File: config.mk
export PLATFORM = sky130hd
export DESIGN_NAME = sfod_csr
export DESIGN_NICKNAME = d
export VERILOG_FILES = /design/src/design/sfod_pkg.sv /design/src/design/sfod_csr.sv
export SDC_FILE = /design/constraint.sdc
export NUM_CORES = 1
export LEC_CHECK = 0
export BUFFER_PORTS_ARGS = -buffer_cell sky130_fd_sc_hd__buf_2
export CORE_MARGIN = 2
export CORE_UTILIZATION = 30
export CTS_CLUSTER_DIAMETER = 80
export DETAILED_ROUTE_END_ITERATION = 7
export PLACE_DENSITY_LB_ADDON = 0.1
export SYNTH_ARGS = -nofsm -noshare
export SYNTH_HDL_FRONTEND = slang
export SYNTH_SLANG_ARGS = --single-unit
export TNS_END_PERCENT = 100
File: constraint.sdc
create_clock -name clock -period 1.18 [get_ports clock]
set_input_delay 0.059 -clock clock [delete_from_list [all_inputs] [get_ports clock]]
set_output_delay 0.059 -clock clock [all_outputs]
set_load 0.01 [all_outputs]
File: src/design/sfod_pkg.sv
// shared constants, types and codes of the spectral flux onset detector
`default_nettype none

package sfod_pkg;

   // frame and history sizes (HISTORY_DEPTH must be a power of two)
   localparam int MAX_BINS      = 1024;
   localparam int HISTORY_DEPTH = 32;

   // field widths
   localparam int MAG_W      = 16;
   localparam int ELAPSED_W  = 20;
   localparam int FLUX_W     = 26;
   localparam int THRESH_W   = 29;
   localparam int GAIN_W     = 11;
   localparam int SCALE_W    = 12;
   localparam int COOLDOWN_W = 21;

   // derived widths
   localparam int BIN_IDX_W    = $clog2(MAX_BINS);
   localparam int BIN_CNT_W    = $clog2(MAX_BINS + 1);
   localparam int SLOT_W       = (HISTORY_DEPTH > 1) ? $clog2(HISTORY_DEPTH) : 1;
   localparam int TOTAL_W      = FLUX_W + SLOT_W;
   localparam int TPROD_W      = TOTAL_W + GAIN_W;
   localparam int DPROD_W      = THRESH_W + SCALE_W;
   localparam int Q8_FRAC      = 8;
   localparam int THRESH_SHIFT = $clog2(HISTORY_DEPTH) + Q8_FRAC;

   // saturation limits
   localparam logic [FLUX_W-1:0]   FLUX_MAX   = {FLUX_W{1'b1}};
   localparam logic [THRESH_W-1:0] THRESH_MAX = {THRESH_W{1'b1}};

   // register reset values
   localparam logic [GAIN_W-1:0]     GAIN_RESET     = GAIN_W'(384);
   localparam logic [SCALE_W-1:0]    SCALE_RESET    = SCALE_W'(512);
   localparam logic [COOLDOWN_W-1:0] COOLDOWN_RESET = COOLDOWN_W'(500000);

   // configuration bus
   localparam int PADDR_W = 4;
   localparam int PDATA_W = 32;

   typedef enum logic [1:0] {
      CSR_THRESHOLD_GAIN   = 2'd0,
      CSR_DROP_SCALE       = 2'd1,
      CSR_DROP_COOLDOWN_US = 2'd2
   } sfod_csr_index_type;

   typedef struct packed {
      logic [GAIN_W-1:0]     threshold_gain;
      logic [SCALE_W-1:0]    drop_scale;
      logic [COOLDOWN_W-1:0] drop_cooldown_us;
   } sfod_cfg_type;

   // controller states
   typedef enum logic [2:0] {
      ST_IDLE,
      ST_BIN,
      ST_FRAME,
      ST_THRESH,
      ST_SCALE,
      ST_DECIDE
   } sfod_state_type;

   // controller to datapath commands
   typedef struct packed {
      logic capture;
      logic bin_update;
      logic frame_end;
      logic thresh_mul;
      logic scale_mul;
      logic decide;
   } sfod_cmd_type;

   // datapath to controller status
   typedef struct packed {
      logic last_bin;
      logic frame_match;
      logic out_free;
   } sfod_status_type;

endpackage

`default_nettype wire

File: src/design/sfod_csr.sv
// apb-style configuration registers
`default_nettype none

module sfod_csr import sfod_pkg::*; (
   input  wire logic               clock,
   input  wire logic               reset,
   input  wire logic               psel,
   input  wire logic               penable,
   input  wire logic               pwrite,
   input  wire logic [PADDR_W-1:0] paddr,
   input  wire logic [PDATA_W-1:0] pwdata,
   output logic      [PDATA_W-1:0] prdata,
   output logic                    pready,
   output sfod_cfg_type            cfg
);

   sfod_cfg_type       cfg_ff, cfg_in;
   sfod_csr_index_type index;
   logic               write_en;

   assign pready   = 1'b1;
   assign index    = sfod_csr_index_type'(paddr[PADDR_W-1:2]);
   assign write_en = psel && penable && pwrite && pready;

   // register write decode
   always_comb begin
      cfg_in = cfg_ff;
      if (write_en) begin
         case (index)
            CSR_THRESHOLD_GAIN:   cfg_in.threshold_gain   = pwdata[GAIN_W-1:0];
            CSR_DROP_SCALE:       cfg_in.drop_scale       = pwdata[SCALE_W-1:0];
            CSR_DROP_COOLDOWN_US: cfg_in.drop_cooldown_us = pwdata[COOLDOWN_W-1:0];
            default:              cfg_in = cfg_ff;
         endcase
      end
   end

   always_ff @(posedge clock) begin
      if (reset) begin
         cfg_ff.threshold_gain   <= GAIN_RESET;
         cfg_ff.drop_scale       <= SCALE_RESET;
         cfg_ff.drop_cooldown_us <= COOLDOWN_RESET;
      end else begin
         cfg_ff <= cfg_in;
      end
   end

   // read mux
   always_comb begin
      case (index)
         CSR_THRESHOLD_GAIN:   prdata = PDATA_W'(cfg_ff.threshold_gain);
         CSR_DROP_SCALE:       prdata = PDATA_W'(cfg_ff.drop_scale);
         CSR_DROP_COOLDOWN_US: prdata = PDATA_W'(cfg_ff.drop_cooldown_us);
         default:              prdata = '0;
      endcase
   end

   assign cfg = cfg_ff;

endmodule

`default_nettype wire

Yosys cells after proc, flatten, opt, wreduce, memory -nomap -nowiden --
Index checks and enable logic that the tools add are counted.
Operators by class: reductions and logical operators 6, multiplexer cells 1, equality and inequality tests 2
Operator list (count):
- case mux 21 bit (3 select lines) | 1
- AND reduction 2 bit | 3
- == test 2 x 1 -> 1 bit, second input constant | 1
- == test 2 bit, second input constant | 1
- logical AND 1 bit | 2
- zero test 2 bit | 1
Word-level totals: input bits 41, word-level logic and storage cells 12, register bits 44

Longest topological paths before layout --
Gate-level depths: netlist of the first run.
depth in word-level cells 3, depth in mapped cells 5, gate-level depth less buffers 3

Worst setup path after synthesis of the first run --
No wires, ideal clock.
path type input -> output, start point input paddr[2], end point output prdata[0], path buffers 2, cell stages on the path 4, path slack 0.213 ns, required time 1.121 ns, arrival time 0.908 ns, path through buf_2 > buf_2 > mux2i_1 > o21ai_0
Between the ends: cells in the longest elaborated chain, start to end 2, elaborated cells between the ends (all ways) 4, those cells by class eq/ne: 2; mux: 1; reduce/logical: 1
RTL lines:
- start, declared | RTL line sfod_csr.sv:10 | input wire logic [PADDR_W-1:0] paddr,
- == test 2 bit (tied with other cells) | RTL line sfod_csr.sv:50 | case (index)
- case mux 21 bit (3 select lines) (*) | RTL line sfod_csr.sv:50
- end, declared | RTL line sfod_csr.sv:12 | output logic [PDATA_W-1:0] prdata,
Mark *: on every way between the ends. The rest lies on a longest branch, timed or not.

Worst setup path after layout of the first run --
start point register cfg_ff, in the netlist cfg[37], end point output prdata[4]
Between the ends: cells in the longest elaborated chain, start to end 1
RTL lines:
- start, declared | RTL line sfod_csr.sv:17 | sfod_cfg_type cfg_ff, cfg_in;
- start signal, assigned | RTL line sfod_csr.sv:44 | cfg_ff <= cfg_in;
- case mux 21 bit (3 select lines) | RTL line sfod_csr.sv:50
No other way between the ends.

==> results of run 1 <==
==> critical path: stages, from the launching register on <==
cell and delay [ps]:
dfxtp_1 370, mux2i_1 80, o21ai_1 150, buf_2 160
==> cell families (layout without fill, tap and decap cells) <==
family | after synthesis | count (layout) | synth area share
and+or+nand+nor | 98 | 98 | 0.254
muxes | 55 | 55 | 0.246
DFF | 44 | 44 | 0.393
buffers and inverters | 27 | 115 | 0.0754
AOI/OAI and AO/OA | 12 | 12 | 0.0285
other | 2 | 12 | 0.00335
==> stage by stage <==
stage	hold WS (ps)	std cells	utilization	total power [mW]
6_report	17.7	435	0.410	3.15
5_1_grt	23.4	435	0.410	3.28
4_1_cts	10.2	435	0.408	3.20
3_5_place_dp	327	427	0.391	1.92
3_3_place_gp	317	427	0.391	1.92
2_1_floorplan	214	248	-	1.79
==> per-layer routing <==
layer	routed length, µm	part of all wire	track usage
met1	2620	0.47	0.173
met2	2560	0.46	0.227
met3	306	0.055	0.0359
met4	63	0.011	0.0423
met5	0	0	0
==> final cells by class <==
class,instances,area [µm²],share of cell area
multi-input combinational,177,1230,0.414
sequential,44,892,0.300
clock inverter,1,30.0,0.0101
clock buffer,7,96.3,0.0324
timing repair buffer,107,601,0.202
tap,99,124,0.0416
==> Yosys cell counts <==
master    count
nor3b_1       1
and2_1        9
nor2_1       19
or3_1         1
clkbuf_1      9
nand4_2       1
nand2_1      11
nand3_2       1
mux2i_1      55
dfxtp_1      44
a22o_1        1
nor3b_4       1
nand4_1       1
buf_2         3
buf_6         2
buf_4        13
conb_1        2
nor3_1        1
nor2b_1       1
nand2b_1     50
nor2b_4       1
o21ai_0      11
==> final timing paths <==
check,cells past startpoint,slack [ps],to,startpoint
setup reg to reg,2,560,cfg[30],cfg[30]
setup / recovery,3,70,prdata[4],cfg[37]
hold / removal,3,20,cfg[16],pwdata[16]
hold reg to reg,2,480,cfg[26],cfg[26]
==> power by group through the flow <==
stage	sequential, mW	clock (mW)	combinational, mW
after global routing	1.52	1.36	0.398
final	1.52	1.27	0.363
after CTS	1.52	1.31	0.369
after detailed placement	1.55	0	0.368
after global placement	1.55	0	0.366
after floorplan	1.56	0	0.227
==> metrics, run 1 <==
Antenna Violating Nets Remaining=0; Post-Syn Instances=238; Leak Pwr=1.45 nW; setup violators final=0; Final Cell Area=0.00298 mm²; Num CTS Buffers=5; Layout area overhead=32.8%; IO buf count=just over 90; post-route setup TNS=0 ps; CP max FO=3; most common cell after layout, fill and taps aside=buf_2; worst hold path class=input pin to register; clock latency on the worst-skew pair=approximately 290 ps; Seq cells post-synth=44; Post-DP HPWL=a little over 4000 µm; DR pass1 iterations=4; Worst-path clk slew=90 ps; CP Capture Type=output pin; worst setup path class=register to output pin; post-CTS setup buffers=0; # IOs=between 100 and 150; Cell Area, Placed=0.00284 mm²; VDD IR max=roughly 0.32 mV; RePlAce Congestion=0.700; fin crit period=between 1000 and 1500 ps; fin crit share=0.941; Routed WL=5560 µm; clock network fraction of total power=0.403; synth top area cells=dfxtp_1 (39%), mux2i_1 (25%), nand2b_1 (14%); clk root buf=clkbuf_8; Worst EP required=1120 ps; maximum clock path buffer count=2; Seq pwr share=0.482; Critical Path AT=about 1100 ps; largest net degree at the start of global routing=70; RSZ-0062 raised after global routing=false; cell area after synthesis=~0.0022 mm²; Pint=around 2.4 mW; first-pass GRT wire length=roughly 8900 µm; Max Cap Viol=0; status=finished, final reports clean; core area=a little over 0.007 mm²; area leader, netlist=dfxtp_1; pwr/cell area=approximately 1100 mW/mm²; die height=around 90 µm; total track usage=0.136; Synth top area share=0.393; commonest non-fill, non-tap cells in the layout=buf_2 (91), mux2i_1 (55), nand2b_1 (50), dfxtp_1 (35), nor2_1 (19); number of flip-flops in the largest register=44; Psw=between 0.7 and 0.8 mW; layout cells sized above 1=0.384; final net count=between 300 and 400; wire length per cell=approximately 13 µm; Sink Count=between 40 and 50; cells resized by post-CTS repair=0; Final Max Slew Viols=0; Gate power share=0.115; DR vias=~1900; initial core utilization=0.309; Overflow after GRT=0; synth unique cells=22; number of global-route vias before repair=~1800; # diodes=0; Worst Setup Start Kind=register; initial DRC count=57; register area share after synthesis=0.393; filler instances=between 700 and 800; FP Rows=31; hold_buf cts=0; H-tree depth=2; vias per cell=about 4.3; DRC viols=0; post-route setup slack=69.9 ps; Switching Share=0.232; Avg Synthesized Cell Area=about 9.4 µm²; maximum operating frequency=~900 MHz; CTS tree=built; die area=between 0.008 and 0.009 mm²; skew final=0 ps; worst slack, placed=36.0 ps; antenna violations before repair=0; Final Hold Vio Count=0; Die W=between 90 and 100 µm; yosys warns=0
Note: power is estimated with default switching activity, not from simulation.
==> inputs of run 2 (changes only) <==
--- a/config.mk
+++ b/config.mk
@@ -11,6 +11,7 @@
 export CTS_CLUSTER_DIAMETER = 80
 export DETAILED_ROUTE_END_ITERATION = 7
 export PLACE_DENSITY_LB_ADDON = 0.1
+export REMOVE_ABC_BUFFERS = 1
 export SYNTH_ARGS = -nofsm -noshare
 export SYNTH_HDL_FRONTEND = slang
 export SYNTH_SLANG_ARGS = --single-unit
==> constraint.sdc (replaced) <==
create_clock -name clock -period 1.3 [get_ports clock]
set_input_delay 0.065 -clock clock [delete_from_list [all_inputs] [get_ports clock]]
set_output_delay 0.065 -clock clock [all_outputs]
set_load 0.01 [all_outputs]
==> run 2 against run 1 <==
Effect of this change:
- total power decreased by 13%
- clock skew unchanged
- clock power decreased by 17%
- register-to-register slack improved by 100 ps
- via count decreased by 3.0%
- sequential share of layout area increased by 0.12 points
- global-route usage increased by 0.41 points
==> metrics, run 2 (synthesis gave the netlist of run 1 again) <==
core area=0.00725 mm² (unchanged); IO buf count=92 (unchanged); Cell Area, Placed=0.00280 mm² (-1.2%); Worst EP required=1240 ps (+120 ps); CP max FO=10 (+7); first-pass GRT wire length=9270 µm (+3.7%); vias per cell=4.22 (-2.8%); clock network fraction of total power=0.381 (-0.022); Final Cell Area=0.00293 mm² (-1.6%); final net count=375 (-0.27%); VDD IR max=0.408 mV (+28%); # IOs=118 (unchanged); post-route setup slack=125 ps (+54.8 ps); Final Max Slew Viols=0 (unchanged); clock latency on the worst-skew pair=290 ps (about the same); r2r worst-path depth=2 (unchanged); Critical Path AT=1110 ps (+60 ps); die height=90.4 µm (unchanged); Num CTS Buffers=5 (unchanged); Post-DP HPWL=4050 µm (-0.63%); fin cells=434 (-0.23%); Overflow after GRT=0 (unchanged); Worst-path clk slew=80 ps (about the same); H-tree depth=2 (unchanged); worst hold path class=input pin to register; largest net degree at the start of global routing=40 (-43%); Final Util=0.403 (-0.00673); DRC viols=0 (unchanged); FP Rows=31 (unchanged); layout cells sized above 1=0.355 (-0.0287); worst slack, placed=80.4 ps (+44.4 ps); clk root buf=clkbuf_8; fin crit share=0.904; Final Hold Vio Count=0 (unchanged); Pint=2.08 mW (-14%); most common cell after layout, fill and taps aside=buf_2; Routed WL=5580 µm (+0.43%); status=finished, final reports clean; Psw=0.666 mW (-8.7%); CP Capture Type=output pin; pwr/cell area=938 mW/mm² (-11%); Die W=90.4 µm (unchanged); Gate power share=0.117 (+0.002); number of global-route vias before repair=1757 (-1.2%); filler instances=766 (+1.3%); Antenna Violating Nets Remaining=0 (unchanged); skew final=0 ps (unchanged); RePlAce Congestion=0.725 (+3.6%); antenna violations before repair=0 (unchanged); WHS=20.4 ps (+2.67 ps); DR vias=1830 (-3.0%); initial core utilization=0.309 (unchanged); Placed Cells=424 (-0.70%); wire length per cell=12.9 µm (+0.66%); number of flip-flops in the largest register=44 (unchanged); maximum clock path buffer count=2 (unchanged); setup violators final=0 (unchanged); Layout area overhead=30.7%; hold_buf cts=0 (unchanged); initial DRC count=63 (+11%); Max Cap Viol=0 (unchanged); die area=0.00817 mm² (unchanged); CTS tree=built; total track usage=0.140 (+0.00407); Worst Setup Start Kind=input pin; fin crit period=1180 ps; Sink Count=44 (unchanged); worst setup path class=input pin to output pin; Seq pwr share=0.501 (+0.019); RSZ-0062 raised after global routing=false; WHS Path Cells=3 (unchanged); Leak Pwr=1.43 nW (-1.5%); Switching Share=0.242 (+0.0108); maximum operating frequency=around 850 MHz; # diodes=0 (unchanged); DR pass1 iterations=4 (unchanged); commonest non-fill, non-tap cells in the layout=buf_2 (92), mux2i_1 (55), nand2b_1 (50), dfxtp_1 (44), nor2_1 (19)
[run 2: power groups by stage]
| stage | Combinational (mW) | Sequential (mW) | Clock (mW) |
|---|---|---|---|
| after global routing | 0.358 | 1.38 | 1.14 |
| after detailed placement | 0.323 | 1.41 | 0 |
| after global placement | 0.322 | 1.41 | 0 |
| after CTS | 0.324 | 1.38 | 1.10 |
| after floorplan | 0.142 | 1.42 | 0 |
| final | 0.322 | 1.38 | 1.05 |
[run 2: through the flow]
stage          TNS, ps  total power [mW]
5_1_grt              0              2.88
2_1_floorplan    -3610              1.56
6_report             0              2.75
4_1_cts              0              2.80
3_3_place_gp         0              1.73
3_5_place_dp         0              1.73
[run 2: critical path, cell delays in order]
cell and delay [ps]:
buf_2 240, nor2b_4 300, buf_4 190, nand2_1 60
o21ai_0 80, buf_2 170
[run 2: layout make-up]
cell class	count	area, µm²	share of cell area
multi-input combinational	177	1230	0.421
sequential	44	881	0.301
timing repair buffer	106	578	0.198
tap	99	124	0.0423
clock buffer	5	68.8	0.0235
clock inverter	3	42.5	0.0145
[run 2: path summary, 6_finish.rpt]
| kind | start | endpoint | slack [ps] |
|---|---|---|---|
| worst min-delay path | pwdata[19] | cfg[19] | 20 |
| worst min register to register | cfg[23] | cfg[23] | 490 |
| worst max register to register | cfg[1] | cfg[1] | 660 |
| worst max-delay path | paddr[3] | prdata[8] | 120 |
[run 2: layer usage]
| layer | global-route usage | up-vias | part of all wire |
|---|---|---|---|
| li1 | - | 950 | - |
| met1 | 0.189 | 807 | 0.48 |
| met2 | 0.221 | 68 | 0.43 |
| met3 | 0.0442 | 5 | 0.071 |
| met4 | 0.0308 | 0 | 0.010 |
| met5 | 0 | - | 0 |
[run 2: timing repair]
action                                 CTS  global route
endpoints found under the hold margin    0             0
setup endpoints to repair                0             1
setup buffers                            0             2
resized for setup                        0             0
