## src/design/sfod_pkg.sv

```systemverilog
// shared constants, types and codes of the spectral flux onset detector
`default_nettype none

package sfod_pkg;

   // frame and history sizes (HISTORY_DEPTH must be a power of two)
   localparam int MAX_BINS      = 1024;
   localparam int HISTORY_DEPTH = 32;

   // field widths
   localparam int MAG_W      = 16;
   localparam int ELAPSED_W  = 20;
   localparam int FLUX_W     = 26;
   localparam int THRESH_W   = 29;
   localparam int GAIN_W     = 11;
   localparam int SCALE_W    = 12;
   localparam int COOLDOWN_W = 21;

   // derived widths
   localparam int BIN_IDX_W    = $clog2(MAX_BINS);
   localparam int BIN_CNT_W    = $clog2(MAX_BINS + 1);
   localparam int SLOT_W       = (HISTORY_DEPTH > 1) ? $clog2(HISTORY_DEPTH) : 1;
   localparam int TOTAL_W      = FLUX_W + SLOT_W;
   localparam int TPROD_W      = TOTAL_W + GAIN_W;
   localparam int DPROD_W      = THRESH_W + SCALE_W;
   localparam int Q8_FRAC      = 8;
   localparam int THRESH_SHIFT = $clog2(HISTORY_DEPTH) + Q8_FRAC;

   // saturation limits
   localparam logic [FLUX_W-1:0]   FLUX_MAX   = {FLUX_W{1'b1}};
   localparam logic [THRESH_W-1:0] THRESH_MAX = {THRESH_W{1'b1}};

   // register reset values
   localparam logic [GAIN_W-1:0]     GAIN_RESET     = GAIN_W'(384);
   localparam logic [SCALE_W-1:0]    SCALE_RESET    = SCALE_W'(512);
   localparam logic [COOLDOWN_W-1:0] COOLDOWN_RESET = COOLDOWN_W'(500000);

   // configuration bus
   localparam int PADDR_W = 4;
   localparam int PDATA_W = 32;

   typedef enum logic [1:0] {
      CSR_THRESHOLD_GAIN   = 2'd0,
      CSR_DROP_SCALE       = 2'd1,
      CSR_DROP_COOLDOWN_US = 2'd2
   } sfod_csr_index_type;

   typedef struct packed {
      logic [GAIN_W-1:0]     threshold_gain;
      logic [SCALE_W-1:0]    drop_scale;
      logic [COOLDOWN_W-1:0] drop_cooldown_us;
   } sfod_cfg_type;

   // controller states
   typedef enum logic [2:0] {
      ST_IDLE,
      ST_BIN,
      ST_FRAME,
      ST_THRESH,
      ST_SCALE,
      ST_DECIDE
   } sfod_state_type;

   // controller to datapath commands
   typedef struct packed {
      logic capture;
      logic bin_update;
      logic frame_end;
      logic thresh_mul;
      logic scale_mul;
      logic decide;
   } sfod_cmd_type;

   // datapath to controller status
   typedef struct packed {
      logic last_bin;
      logic frame_match;
      logic out_free;
   } sfod_status_type;

endpackage

`default_nettype wire

```

## src/design/sfod_ctrl.sv

```systemverilog
// sequencing state machine for bins and frame decisions
`default_nettype none

module sfod_ctrl import sfod_pkg::*; (
   input  wire logic            clock,
   input  wire logic            reset,
   input  wire logic            req_valid,
   input  wire sfod_status_type status,
   output logic                 req_ready,
   output sfod_cmd_type         cmd
);

   sfod_state_type state_ff, state_in;

   // next state
   always_comb begin
      state_in = state_ff;
      case (state_ff)
         ST_IDLE: begin
            if (req_valid) begin
               state_in = ST_BIN;
            end
         end
         ST_BIN: begin
            state_in = status.last_bin ? ST_FRAME : ST_IDLE;
         end
         ST_FRAME: begin
            state_in = status.frame_match ? ST_THRESH : ST_IDLE;
         end
         ST_THRESH: begin
            state_in = ST_SCALE;
         end
         ST_SCALE: begin
            state_in = ST_DECIDE;
         end
         ST_DECIDE: begin
            if (status.out_free) begin
               state_in = ST_IDLE;
            end
         end
         default: begin
            state_in = ST_IDLE;
         end
      endcase
   end

   always_ff @(posedge clock) begin
      if (reset) begin
         state_ff <= ST_IDLE;
      end else begin
         state_ff <= state_in;
      end
   end

   // command outputs
   always_comb begin
      req_ready = 1'b0;
      cmd       = '0;
      case (state_ff)
         ST_IDLE: begin
            req_ready   = 1'b1;
            cmd.capture = req_valid;
         end
         ST_BIN: begin
            cmd.bin_update = 1'b1;
         end
         ST_FRAME: begin
            cmd.frame_end = 1'b1;
         end
         ST_THRESH: begin
            cmd.thresh_mul = 1'b1;
         end
         ST_SCALE: begin
            cmd.scale_mul = 1'b1;
         end
         ST_DECIDE: begin
            cmd.decide = status.out_free;
         end
         default: begin
            cmd = '0;
         end
      endcase
   end

endmodule

`default_nettype wire

```

## config.mk

```make
export PLATFORM = sky130hd
export DESIGN_NAME = sfod_ctrl
export DESIGN_NICKNAME = d
export VERILOG_FILES = /design/src/design/sfod_pkg.sv /design/src/design/sfod_ctrl.sv
export SDC_FILE = /design/constraint.sdc
export NUM_CORES = 1
export LEC_CHECK = 0
export BUFFER_PORTS_ARGS = -buffer_cell sky130_fd_sc_hd__clkbuf_2
export CAP_MARGIN = 15
export CORE_AREA = 8 8 45 47
export CTS_BUF_LIST = sky130_fd_sc_hd__clkbuf_8
export DETAILED_ROUTE_END_ITERATION = 10
export DIE_AREA = 0 0 53 55
export PLACE_DENSITY_LB_ADDON = 0.2
export REMOVE_ABC_BUFFERS = 1
export SYNTH_ARGS = -nofsm -noshare
export SYNTH_HDL_FRONTEND = slang
export SYNTH_SLANG_ARGS = --single-unit
```

## constraint.sdc

```tcl
create_clock -name clock -period 1.05 [get_ports clock]
set_input_delay 0.1575 -clock clock [delete_from_list [all_inputs] [get_ports clock]]
set_output_delay 0.1575 -clock clock [all_outputs]
set_load 0.01 [all_outputs]
```

## Word-level counts from Yosys, hierarchy flattened

Index checks and enable logic that the tools add are counted.

| word-level totals | value |
|---|---|
| latch bits | 0 |
| word-level logic and storage cells | 22 |
| bits in read-only memories | 0 |
| memories kept | 0 |
| bits of input ports | 6 |
| memory bits (writable) | 0 |
| register bits | 3 |

| cells by class | value |
|---|---|
| eq/ne operators | 7 |
| div/mod/pow operators | 0 |
| shift-type cells | 0 |
| add/sub/neg operators | 0 |
| $lt $le $gt $ge | 0 |
| multipliers | 0 |
| reduce and logical (&&, ||, !) cells | 2 |
| muxes and demuxes | 12 |
| bitwise operators | 0 |

Operators with widths:

| cell | number |
|---|---|
| one-hot mux 3 bit (6 select lines) | 1 |
| two-way mux 1 bit | 7 |
| equality test 3 x 2 -> 1 bit, second input constant | 2 |
| equality test 3 bit, second input constant | 2 |
| two-way mux 3 bit | 2 |
| two-way mux 2 bit | 2 |
| != test 2 bit, second input constant | 2 |
| equality test 3 x 1 -> 1 bit, second input constant | 1 |
| zero test 3 bit | 1 |
| AND reduction 2 bit | 1 |

## Logic depth before layout (Yosys ltp)

Gate-level depths: netlist of the first run.

| depth | value |
|---|---|
| depth after elaboration | 3 |
| depth in mapped cells | 3 |

## Worst setup path after synthesis of the first run

Ideal clock, no wire load.

| path | value |
|---|---|
| kind | reg-to-output |
| from | reg state_ff[1] |
| to | out cmd[5] (netlist name) |
| buffers on the path | 0 |
| arrival time | 916 ps |
| stages on the path, launching flop included | 3 |
| path slack | -24 ps |
| required time | 892 ps |
| cell sequence | dfxtp_1 > nor3_1 > and2_1 |

RTL lines:

| element | line | RTL |
|---|---|---|
| from (decl) | sfod_ctrl.sv:13 | `sfod_state_type state_ff, state_in;` |
| from (signal assigned) | sfod_ctrl.sv:51 | `state_ff <= state_in;` |
| to (decl) | sfod_ctrl.sv:10 | `output sfod_cmd_type cmd` |

==> qor.csv, run 1 <==
stage,metric,value,unit
clock_tree,root_buffer,clkbuf_8,
floorplan,die-area,0.00292,mm²
sta,layout_setup_ws,-116,ps
run_status,status,"complete, but fails checks",
min_path,hp-class,in -> reg,
placement,io_buffers,12,
clock_tree,cts_buffer_depth,2,
clock_tree,clk-insertion-delay-late,210,ps
power_and_ir_drop,cellPowerDensity,1500,mW/mm²
synthesis,synth_edf_count,0,
setup_path,startpoint,state_ff[1],
setup_path,cpPeakStageDelay,360,ps
drt,viasPerCell,4.05,
min_path,hold_start,reset,
synthesis,postSynthCellCount,22,
power_and_ir_drop,pwr-share-clk,63.0,%
grt,grt_pass1_vias,223,
grt,grt.overflow.total,0,
power_and_ir_drop,p_sw_share,22.0,%
synthesis,ys_top_cells_by_area,"dfxtp_1, nor3b_2, nor2_1",
placement,place_area,254,µm²
finish,diodes,0,
floorplan,ios,13,
setup_path,crit_required,890,ps
synthesis,synth-xor-area-share,0,%
setup_path,cp_slowest_cell,dfxtp_4,
clock_tree,cts.sinks,3,
floorplan,start_util,12.6,%
finish,num-fill-cells,165,
sta,worst_pin_slew,171,ps
run_status,violations,negative setup slack,
drt,vias,223,
finish,drive_above_1_share,61.5,%
clock_tree,tritoncts,done,
synthesis,synthFlopType,dfxtp_1,
synthesis,yosys.area_share.adder,0,%
floorplan,die_w,53,µm
sta,setup_viol,7,
clock_tree,clk_pin_slew_worst_paths,30,ps
drt,drc,0,
synthesis,yosys.area_share.simple,50.4,%
finish,top_regs,state_ff: 3 flops,
sta,clock_skew,0.305,ps
setup_path,crit_chain,nor3_4 > and2_1 > buf_2,
clock_tree,h-tree-depth,1,
placement,gp_congestion,0.589,
power_and_ir_drop,ir_drop,0.000413,V
sta,min_period,1170,ps
setup_path,path_class,reg -> out,
placement,dp_hpwl,439,µm
setup_path,end_kind,output pin,
grt,grt_max_degree,8,
sta,max_freq,858,MHz
sta,fin_crit_sh,111,%
drt,totalWireLength,533,µm
sta,fin_hold_ws,128,ps
setup_path,cp_max_fo,7,
synthesis,synth_compound_area_share,12.9,%
sta,finalHoldViolCount,0,
power_and_ir_drop,pwr-share-comb,11.8,%
finish,design_area,342,µm²
run,maxCapViolCount,0,
synthesis,syn_area_per_cell,7.91,µm²
drt,firstDrtPassIters,2,
clock_tree,numCtsBuffers,3,
finish,nets,46,
finish,largest_reg_flops,3,
grt,grt_pass1_wl,765,µm
power_and_ir_drop,seq_power_share,25.1,%
floorplan,core-area,0.00138,mm²
synthesis,netlist.area_leader.share,34.5,%
finish,syn2layout_area_growth,96.4,%
setup_path,critPathLaunchType,register,
power_and_ir_drop,switchingPower,0.112,mW
sta,final_max_slew_viol_count,0,
setup_path,worstPathArrival,1010,ps
sta,rsz0062_at_grt,yes,
grt,antenna_found_initial,0,
grt,grt_usage,3.44,%
sta,max_slew_margin,88.5,%
floorplan,rows,14,
synthesis,synth_common_cells,"nor2_1, dfxtp_1, nand2_1",
power_and_ir_drop,p_int,0.399,mW
finish,regMostFlops,state_ff,
power_and_ir_drop,p_leak,0.156,nW
synthesis,yosys_warnings,0,
synthesis,netlist_area,174,µm²
clock_tree,hold_buffers,0,
synthesis,ys_ff_latch,3,
setup_path,r2r-start,state_ff[1],
synthesis,synth.most_common_cell,nor2_1,
floorplan,die_h,55,µm
synthesis,synthMuxAreaShare,0,%
synthesis,async_reset_ff_share,0,%
synthesis,seq_area_frac_synth,34.5,%
drt,ant_nets,0,
drt,wl_per_cell,9.69,µm
synthesis,synth_cell_types,13,
synthesis,yosysTopAreaCell,dfxtp_1,
drt,drt-initial-drc-count,2,
synthesis,synth_top_family_by_area,simple AND/OR/NAND/NOR gates,
[layout by cell type, fill, tap and decap left out, drive strengths merged]
master / instances
a21oi: 1
a31oi: 2
and2: 1
and3b: 1
buf: 7
clkbuf: 9
dfxtp: 3
inv: 2
nand2: 3
nand2b: 1
nor2: 4
nor3: 1
nor3b: 2
o21ai: 1
or2: 1
[what timing repair did]
item	in CTS	in global routing
pin swaps	3	2
gates resized for setup	8	8
setup buffers	0	1
cloned	0	0
setup endpoints to repair	7	7
[path summary, 6_finish.rpt]
check | slack (ps) | depth (start not counted) | endpoint
worst max register to register | 60 | 4 | state_ff[0]
worst min register to register | 590 | 3 | state_ff[2]
worst min-delay path | 130 | 2 | state_ff[0]
worst max-delay path | -120 | 3 | cmd[5]
[per-stage QoR]
stage	util (%)	TNS, ps	setup slack [ps]	total power, mW	cells
after CTS	23.2	-604	-145	0.512	54
after global placement	18.4	0	9.81	0.186	50
after detailed placement	18.4	0	15.6	0.185	50
final	24.7	-484	-116	0.512	55
after floorplan	-	-23.9	-23.9	0.156	22
after global routing	24.7	-770	-155	0.527	55
[layer usage]
metal / up-vias / part of all wire [%] / track usage [%]
li1: 108 / - / -
met3: 3 / 3.6 / 0.267
met1: 108 / 23 / 1.67
met4: 0 / 3.0 / 3.88
met5: - / 0 / 0
met2: 4 / 71 / 8.20
[final cells by class]
type | instances | area (µm²) | share of cell area, %
clock buffer | 3 | 41.3 | 12.1
clock inverter | 1 | 3.75 | 1.10
inverter | 1 | 3.75 | 1.10
multi-input combinational | 18 | 128 | 37.4
sequential | 3 | 71.3 | 20.9
tap | 16 | 20.0 | 5.86
timing repair buffer | 13 | 73.8 | 21.6
[worst max-delay path: cells and delay by family, from the launching register on]
kind          cells  cell delay, ps
buf+inv           1             120
flops             1             360
simple gates      2             320
[kinds of logic after synthesis]
group	after synthesis
buffers and inverters	1
flip-flops	3
AO/OA/AOI/OAI	4
AND/OR/NAND/NOR	14
[power by group through the flow]
stage / clock network (mW) / logic, mW / registers (mW)
6_report: 0.323 / 0.0605 / 0.129
4_1_cts: 0.327 / 0.0582 / 0.127
2_1_floorplan: 0 / 0.0285 / 0.128
3_3_place_gp: 0 / 0.0558 / 0.131
5_1_grt: 0.330 / 0.0668 / 0.130
3_5_place_dp: 0 / 0.0550 / 0.130
Note: power is estimated with default switching activity, not from simulation.
==> run 2, diff against run 1 <==
--- a/config.mk
+++ b/config.mk
@@ -5,6 +5,7 @@
 export SDC_FILE = /design/constraint.sdc
 export NUM_CORES = 1
 export LEC_CHECK = 0
+export ABC_AREA = 1
 export BUFFER_PORTS_ARGS = -buffer_cell sky130_fd_sc_hd__clkbuf_2
 export CAP_MARGIN = 15
 export CORE_AREA = 8 8 45 47
@@ -13,6 +14,7 @@
 export DIE_AREA = 0 0 53 55
 export PLACE_DENSITY_LB_ADDON = 0.2
 export REMOVE_ABC_BUFFERS = 1
+export SETUP_SLACK_MARGIN = 0.1
 export SYNTH_ARGS = -nofsm -noshare
 export SYNTH_HDL_FRONTEND = slang
 export SYNTH_SLANG_ARGS = --single-unit
==> qor.csv, run 2 <==
stage,metric,value,unit,change
run_status,status,"complete, but fails checks",,
run_status,violations,negative setup slack,,
sta,setup_viol,7,,unchanged
setup_path,path_delay_family,flip-flops,,
placement,dp.cells,56,,+12%
setup_path,end_kind,output pin,,
sta,finalHoldViolCount,0,,unchanged
power_and_ir_drop,p_leak,0.172,nW,+11%
drt,viasPerCell,4.00,,-1.3%
finish,ff_latch_area,71.3,µm²,unchanged
finish,design_area,365,µm²,+7.0%
setup_path,r2r_slack,10,ps,-50 ps
finish,largest_reg_flops,3,,unchanged
synthesis,ys_ff_latch,3,,unchanged
min_path,hold_depth,2,,unchanged
clock_tree,clk_pin_slew_worst_paths,30,ps,about the same
setup_path,cpPeakStageDelay,350,ps,about the same
floorplan,rows,14,,unchanged
power_and_ir_drop,cellPowerDensity,1560,mW/mm²,+4.3%
grt,grt_max_degree,6,,-2
clock_tree,hold_buffers,0,,unchanged
placement,dp_hpwl,478,µm,+9.0%
finish,stdcell_count,61,,+11%
min_path,hold_start,reset,,
drt,drt-initial-drc-count,1,,-1
power_and_ir_drop,total_power,0.571,mW,+12%
sta,fin_setup_tns,-257,ps,+227 ps
synthesis,postSynthCellCount,28,,+27%
sta,rsz0062_at_grt,yes,,
setup_path,r2r-start,state_ff[2],,
synthesis,yosysTopAreaCell,dfxtp_1,,
finish,final_common_cell,buf_2,,
synthesis,netlist_area,176,µm²,+1.4%
synthesis,synth_common_cells,"nor2_1, inv_2, nand2_1",,
run,maxCapViolCount,0,,unchanged
placement,io_buffers,12,,unchanged
clock_tree,cts_buffer_depth,2,,unchanged
grt,grt_pass1_wl,966,µm,+26%
synthesis,synthFlopType,dfxtp_1,,
synthesis,ys_top_cells_by_area,"dfxtp_1, nor2_1, inv_2",,
sta,max_freq,901,MHz,+5.1%
setup_path,cp_max_fo,4,,-3
finish,diodes,0,,unchanged
drt,wl_per_cell,9.74,µm,+0.48%
placement,place_area,256,µm²,+0.99%
floorplan,die_h,55,µm,unchanged
setup_path,worstReg2RegEnd,state_ff[2],,
finish,drive_above_1_share,71.1,%,+9.6 points
grt,grt_pass1_vias,243,,+9.0%
power_and_ir_drop,ir_drop,0.000948,V,+130%
setup_path,r2r_cells,6,,+2
finish,num-fill-cells,164,,-0.61%
floorplan,ios,13,,unchanged
min_path,hp-class,in -> reg,,
clock_tree,clk-insertion-delay-late,210,ps,about the same
finish,regMostFlops,state_ff,,
setup_path,crit_chain,inv_6 > nand2_4 > nor3_2 > buf_2,,
synthesis,netlist.area_leader.share,34.0,%,-0.49 points
floorplan,start_util,12.7,%,+0.18 points
synthesis,seq_area_frac_synth,34.0,%,-0.49 points
drt,ant_nets,0,,unchanged
placement,gp_congestion,0.675,,+15%
finish,mostFrequentLayoutCells,"buf_2, nor2_1, clkbuf_2",,
grt,grt_usage,4.70,%,+1.3 points
floorplan,die_w,53,µm,unchanged
sta,min_period,1110,ps,-56.4 ps
finish,final_core_util,26.4,%,+1.7 points
drt,totalWireLength,594,µm,+11%
finish,nets,52,,+13%
grt,grt.overflow.total,0,,unchanged
floorplan,die-area,0.00292,mm²,unchanged
finish,top_regs,state_ff: 3 flops,,
sta,fin_hold_ws,130,ps,+2.36 ps
clock_tree,h-tree-depth,1,,unchanged
clock_tree,numCtsBuffers,3,,unchanged
min_path,holdPathEnd,state_ff[1],,
floorplan,core-area,0.00138,mm²,unchanged
drt,drc,0,,unchanged
clock_tree,root_buffer,clkbuf_8,,
sta,final_max_slew_viol_count,0,,unchanged
synthesis,synth_edf_count,0,,unchanged
synthesis,synth.most_common_cell,nor2_1,,
drt,firstDrtPassIters,2,,unchanged
sta,clock_skew,0.548,ps,+0.243 ps
sta,fin_crit_sh,106,%,-5.4 points
sta,layout_setup_ws,-59.4,ps,+56.4 ps
setup_path,worstPathArrival,950,ps,-60 ps
synthesis,syn_area_per_cell,6.30,µm²,-20%
setup_path,crit_required,890,ps,about the same
setup_path,crit_buf_inv,2,,+1
grt,antenna_found_initial,0,,unchanged
sta,max_slew_margin,86.7,%,-1.8 points
finish,multi_input_area,133,µm²,+3.9%
synthesis,synth_cell_types,11,,-2
setup_path,path_class,reg -> out,,
setup_path,cp_slowest_cell,dfxtp_4,,
drt,vias,244,,+9.4%
synthesis,yosys_warnings,0,,unchanged
clock_tree,cts.sinks,3,,unchanged
placement,dpl_worst_slack,24.6,ps,+8.96 ps
sta,worst_pin_slew,198,ps,+27.5 ps
synthesis,async_reset_ff_share,0,%,unchanged
finish,syn2layout_area_growth,107,%,
clock_tree,tritoncts,done,,
setup_path,critPathLaunchType,register,,
## run 2: changes by cell type after synthesis, moves of 2 or more
cell	delta
inv_2	+4
nor3b_2	-2
nor2_1	+4
a31oi_1	-2
## run 2: what timing repair did
action | CTS | global route
resized for setup | 12 | 14
pin swaps | 3 | 3
endpoints found under the setup margin | 9 | 9
setup buffers | 1 | 0
## run 2: where the power goes
group | internal (mW) | leakage [nW] | switching, mW
clock | 0.248 | 0.0269 | 0.0690
sequential | 0.121 | 0.0267 | 0.0163
combinational | 0.0507 | 0.119 | 0.0657
total | 0.420 | 0.172 | 0.151
## run 2: how the worst max path moves through the flow
stage / start / to / slack (ps) / depth (start not counted)
2_1_floorplan: state_ff[0] / state_ff[0] / 40 / 6
4_1_cts: state_ff[0] / cmd[4] / -50 / 3
6_report: state_ff[0] / cmd[5] / -60 / 4
3_5_place_dp: state_ff[0] / state_ff[0] / 20 / 6
5_1_grt: state_ff[0] / cmd[1] / -100 / 4
3_3_place_gp: state_ff[0] / state_ff[0] / 30 / 6
## run 2: cells by family after synthesis
kind of cell,share of synthesized area (%)
AO/OA/AOI/OAI,5.67
buffers and inverters,10.6
flip-flops,34.0
AND/OR/NAND/NOR,49.6
## run 2: per-layer routing
layer	vias to the layer above	track usage, %	wire [µm]
met5	-	0	0
met2	12	6.64	244
met3	0	4.01	91
met4	0	2.59	0
met1	108	4.70	258
li1	124	-	-
## run 2: final cells by class
cell class / count / area share, %
Clock buffer: 3 / 11.3
Tap cell: 16 / 5.48
Sequential cell: 3 / 19.5
Timing Repair Buffer: 13 / 18.5
Clock inverter: 1 / 1.03
Multi-Input combinational cell: 20 / 36.3
Inverter: 5 / 7.88
==> run 3, diff against run 2 <==
--- a/config.mk
+++ b/config.mk
@@ -6,12 +6,14 @@
 export NUM_CORES = 1
 export LEC_CHECK = 0
 export ABC_AREA = 1
-export BUFFER_PORTS_ARGS = -buffer_cell sky130_fd_sc_hd__clkbuf_2
 export CAP_MARGIN = 15
+export CELL_PAD_IN_SITES_DETAIL_PLACEMENT = 1
+export CELL_PAD_IN_SITES_GLOBAL_PLACEMENT = 1
 export CORE_AREA = 8 8 45 47
 export CTS_BUF_LIST = sky130_fd_sc_hd__clkbuf_8
 export DETAILED_ROUTE_END_ITERATION = 10
 export DIE_AREA = 0 0 53 55
+export DONT_BUFFER_PORTS = 1
 export PLACE_DENSITY_LB_ADDON = 0.2
 export REMOVE_ABC_BUFFERS = 1
 export SETUP_SLACK_MARGIN = 0.1
==> qor.csv, run 3 (same netlist as run 2, synthesis figures left out) <==
stage,metric,value,unit,change
run_status,status,"complete, but fails checks",,
run_status,violations,negative setup slack,,
sta,max_slew_margin,85.1,%,-1.6 points
sta,setup_viol,6,,-1
drt,drc,0,,unchanged
grt,grt_pass1_vias,273,,+12%
finish,syn2layout_area_growth,106,%,
setup_path,worstReg2RegEnd,state_ff[2],,
finish,final_common_cell,buf_4,,
grt,grt_usage,5.62,%,+0.93 points
drt,vias,229,,-6.1%
min_path,hp-class,in -> reg,,
grt,grt_max_degree,6,,unchanged
finish,regMostFlops,state_ff,,
setup_path,r2r_cells,6,,unchanged
drt,viasPerCell,4.02,,+0.44%
setup_path,startpoint,state_ff[1],,
drt,wl_per_cell,12.0,µm,+23%
clock_tree,tritoncts,done,,
floorplan,rows,14,,unchanged
grt,grt_pass1_wl,1.15,mm,+19%
setup_path,crit_required,890,ps,about the same
sta,rsz0062_at_grt,yes,,
drt,drt-initial-drc-count,0,,-1
floorplan,core-area,0.00138,mm²,unchanged
finish,largest_reg_flops,3,,unchanged
clock_tree,clk-insertion-delay-late,210,ps,about the same
finish,multi_input_area,129,µm²,-2.8%
sta,layout_setup_ws,-56.7,ps,+2.73 ps
clock_tree,h-tree-depth,1,,unchanged
setup_path,cp_max_fo,4,,unchanged
finish,diodes,0,,unchanged
clock_tree,clk_pin_slew_worst_paths,30,ps,about the same
sta,min_period,1110,ps,-2.73 ps
power_and_ir_drop,total_power,0.581,mW,+1.8%
power_and_ir_drop,p_leak,0.161,nW,-6.4%
setup_path,r2r-start,state_ff[2],,
sta,fin_hold_ws,11.3,ps,-119 ps
drt,totalWireLength,684,µm,+15%
sta,finalHoldViolCount,0,,unchanged
setup_path,end_kind,output pin,,
finish,ff_latch_area,68.8,µm²,-3.5%
setup_path,r2r_slack,10,ps,about the same
sta,clock_skew,0.247,ps,-0.302 ps
run,maxCapViolCount,0,,unchanged
placement,gp_congestion,0.641,,-5.0%
finish,drive_above_1_share,65.9,%,-5.3 points
power_and_ir_drop,cellPowerDensity,1600,mW/mm²,+2.5%
finish,top_regs,state_ff: 3 flops,,
finish,nets,48,,-7.7%
drt,ant_nets,0,,unchanged
clock_tree,numCtsBuffers,3,,unchanged
min_path,hold_start,reset,,
clock_tree,root_buffer,clkbuf_8,,
grt,antenna_found_initial,0,,unchanged
power_and_ir_drop,ir_drop,0.000558,V,-41%
clock_tree,cts.sinks,3,,unchanged
floorplan,start_util,12.7,%,unchanged
setup_path,path_class,reg -> out,,
sta,fin_crit_sh,105,%,-0.26 points
sta,worst_pin_slew,223,ps,+24.5 ps
finish,mostFrequentLayoutCells,"buf_4, nor2_1",,
placement,dp_hpwl,548,µm,+15%
placement,io_buffers,0,,-12
floorplan,die_w,53,µm,unchanged
setup_path,worstPathArrival,950,ps,about the same
floorplan,ios,13,,unchanged
drt,firstDrtPassIters,1,,-1
floorplan,die-area,0.00292,mm²,unchanged
floorplan,die_h,55,µm,unchanged
placement,dp.cells,50,,-11%
finish,stdcell_count,57,,-6.6%
sta,max_freq,904,MHz,+0.25%
sta,final_max_slew_viol_count,0,,unchanged
clock_tree,cts_buffer_depth,2,,unchanged
setup_path,critPathLaunchType,register,,
setup_path,endpoint,cmd[1],,
grt,grt.overflow.total,0,,unchanged
finish,num-fill-cells,180,,+9.8%
## run 3: cell type report
class	instances	area share [%]
well taps	16	5.52
clock buffers	3	11.4
repair buffers	9	20.3
clock inverters	1	1.03
multi-input cells	20	35.5
flip-flops and latches	3	19.0
inverters	5	7.24
## run 3: per-stage QoR
stage / cell area (µm²) / TNS (ps) / worst slack (ps) / utilization, %
after floorplan: 176 / 0 / 35.5 / -
after global routing: 363 / -655 / -110 / 26.2
after detailed placement: 241 / -4.82 / -4.82 / 17.5
after global placement: 241 / 0 / 29.3 / 17.5
after CTS: 363 / -336 / -59.2 / 26.2
final: 363 / -223 / -56.7 / 26.2
## run 3: how the worst min path moves through the flow
| stage | end | cells past startpoint |
|---|---|---|
| floorplan | state_ff[1] | 1 |
| global placement | state_ff[1] | 1 |
| detailed placement | state_ff[1] | 1 |
| CTS | state_ff[0] | 1 |
| global route | state_ff[0] | 1 |
| finish | state_ff[0] | 1 |
## run 3: power by group
part | internal, mW | switching (mW) | leakage [nW]
logic | 0.0632 | 0.0679 | 0.108
registers | 0.121 | 0.0115 | 0.0264
clock network | 0.248 | 0.0695 | 0.0269
total | 0.432 | 0.149 | 0.161
## run 3: per-layer routing
layer,up-vias,GRT usage [%],wire length [µm]
met5,-,0,0
met4,0,5.17,0
met3,0,2.41,67
met2,7,9.77,391
met1,107,4.85,224
li1,115,-,-
## run 3: worst max-delay path, stage by stage (launching register included)
cell	delay (ps)
dfxtp_4	360
inv_4	70
nand2_4	60
nor2_2	110
buf_4	140
## run 3: repair_timing
action,CTS,global route
hold endpoints to repair,2,0
pin swaps,2,1
setup endpoints to repair,9,9
gates resized for setup,18,0
gates cloned,0,0
setup buffers,2,0
hold buffers,1,0
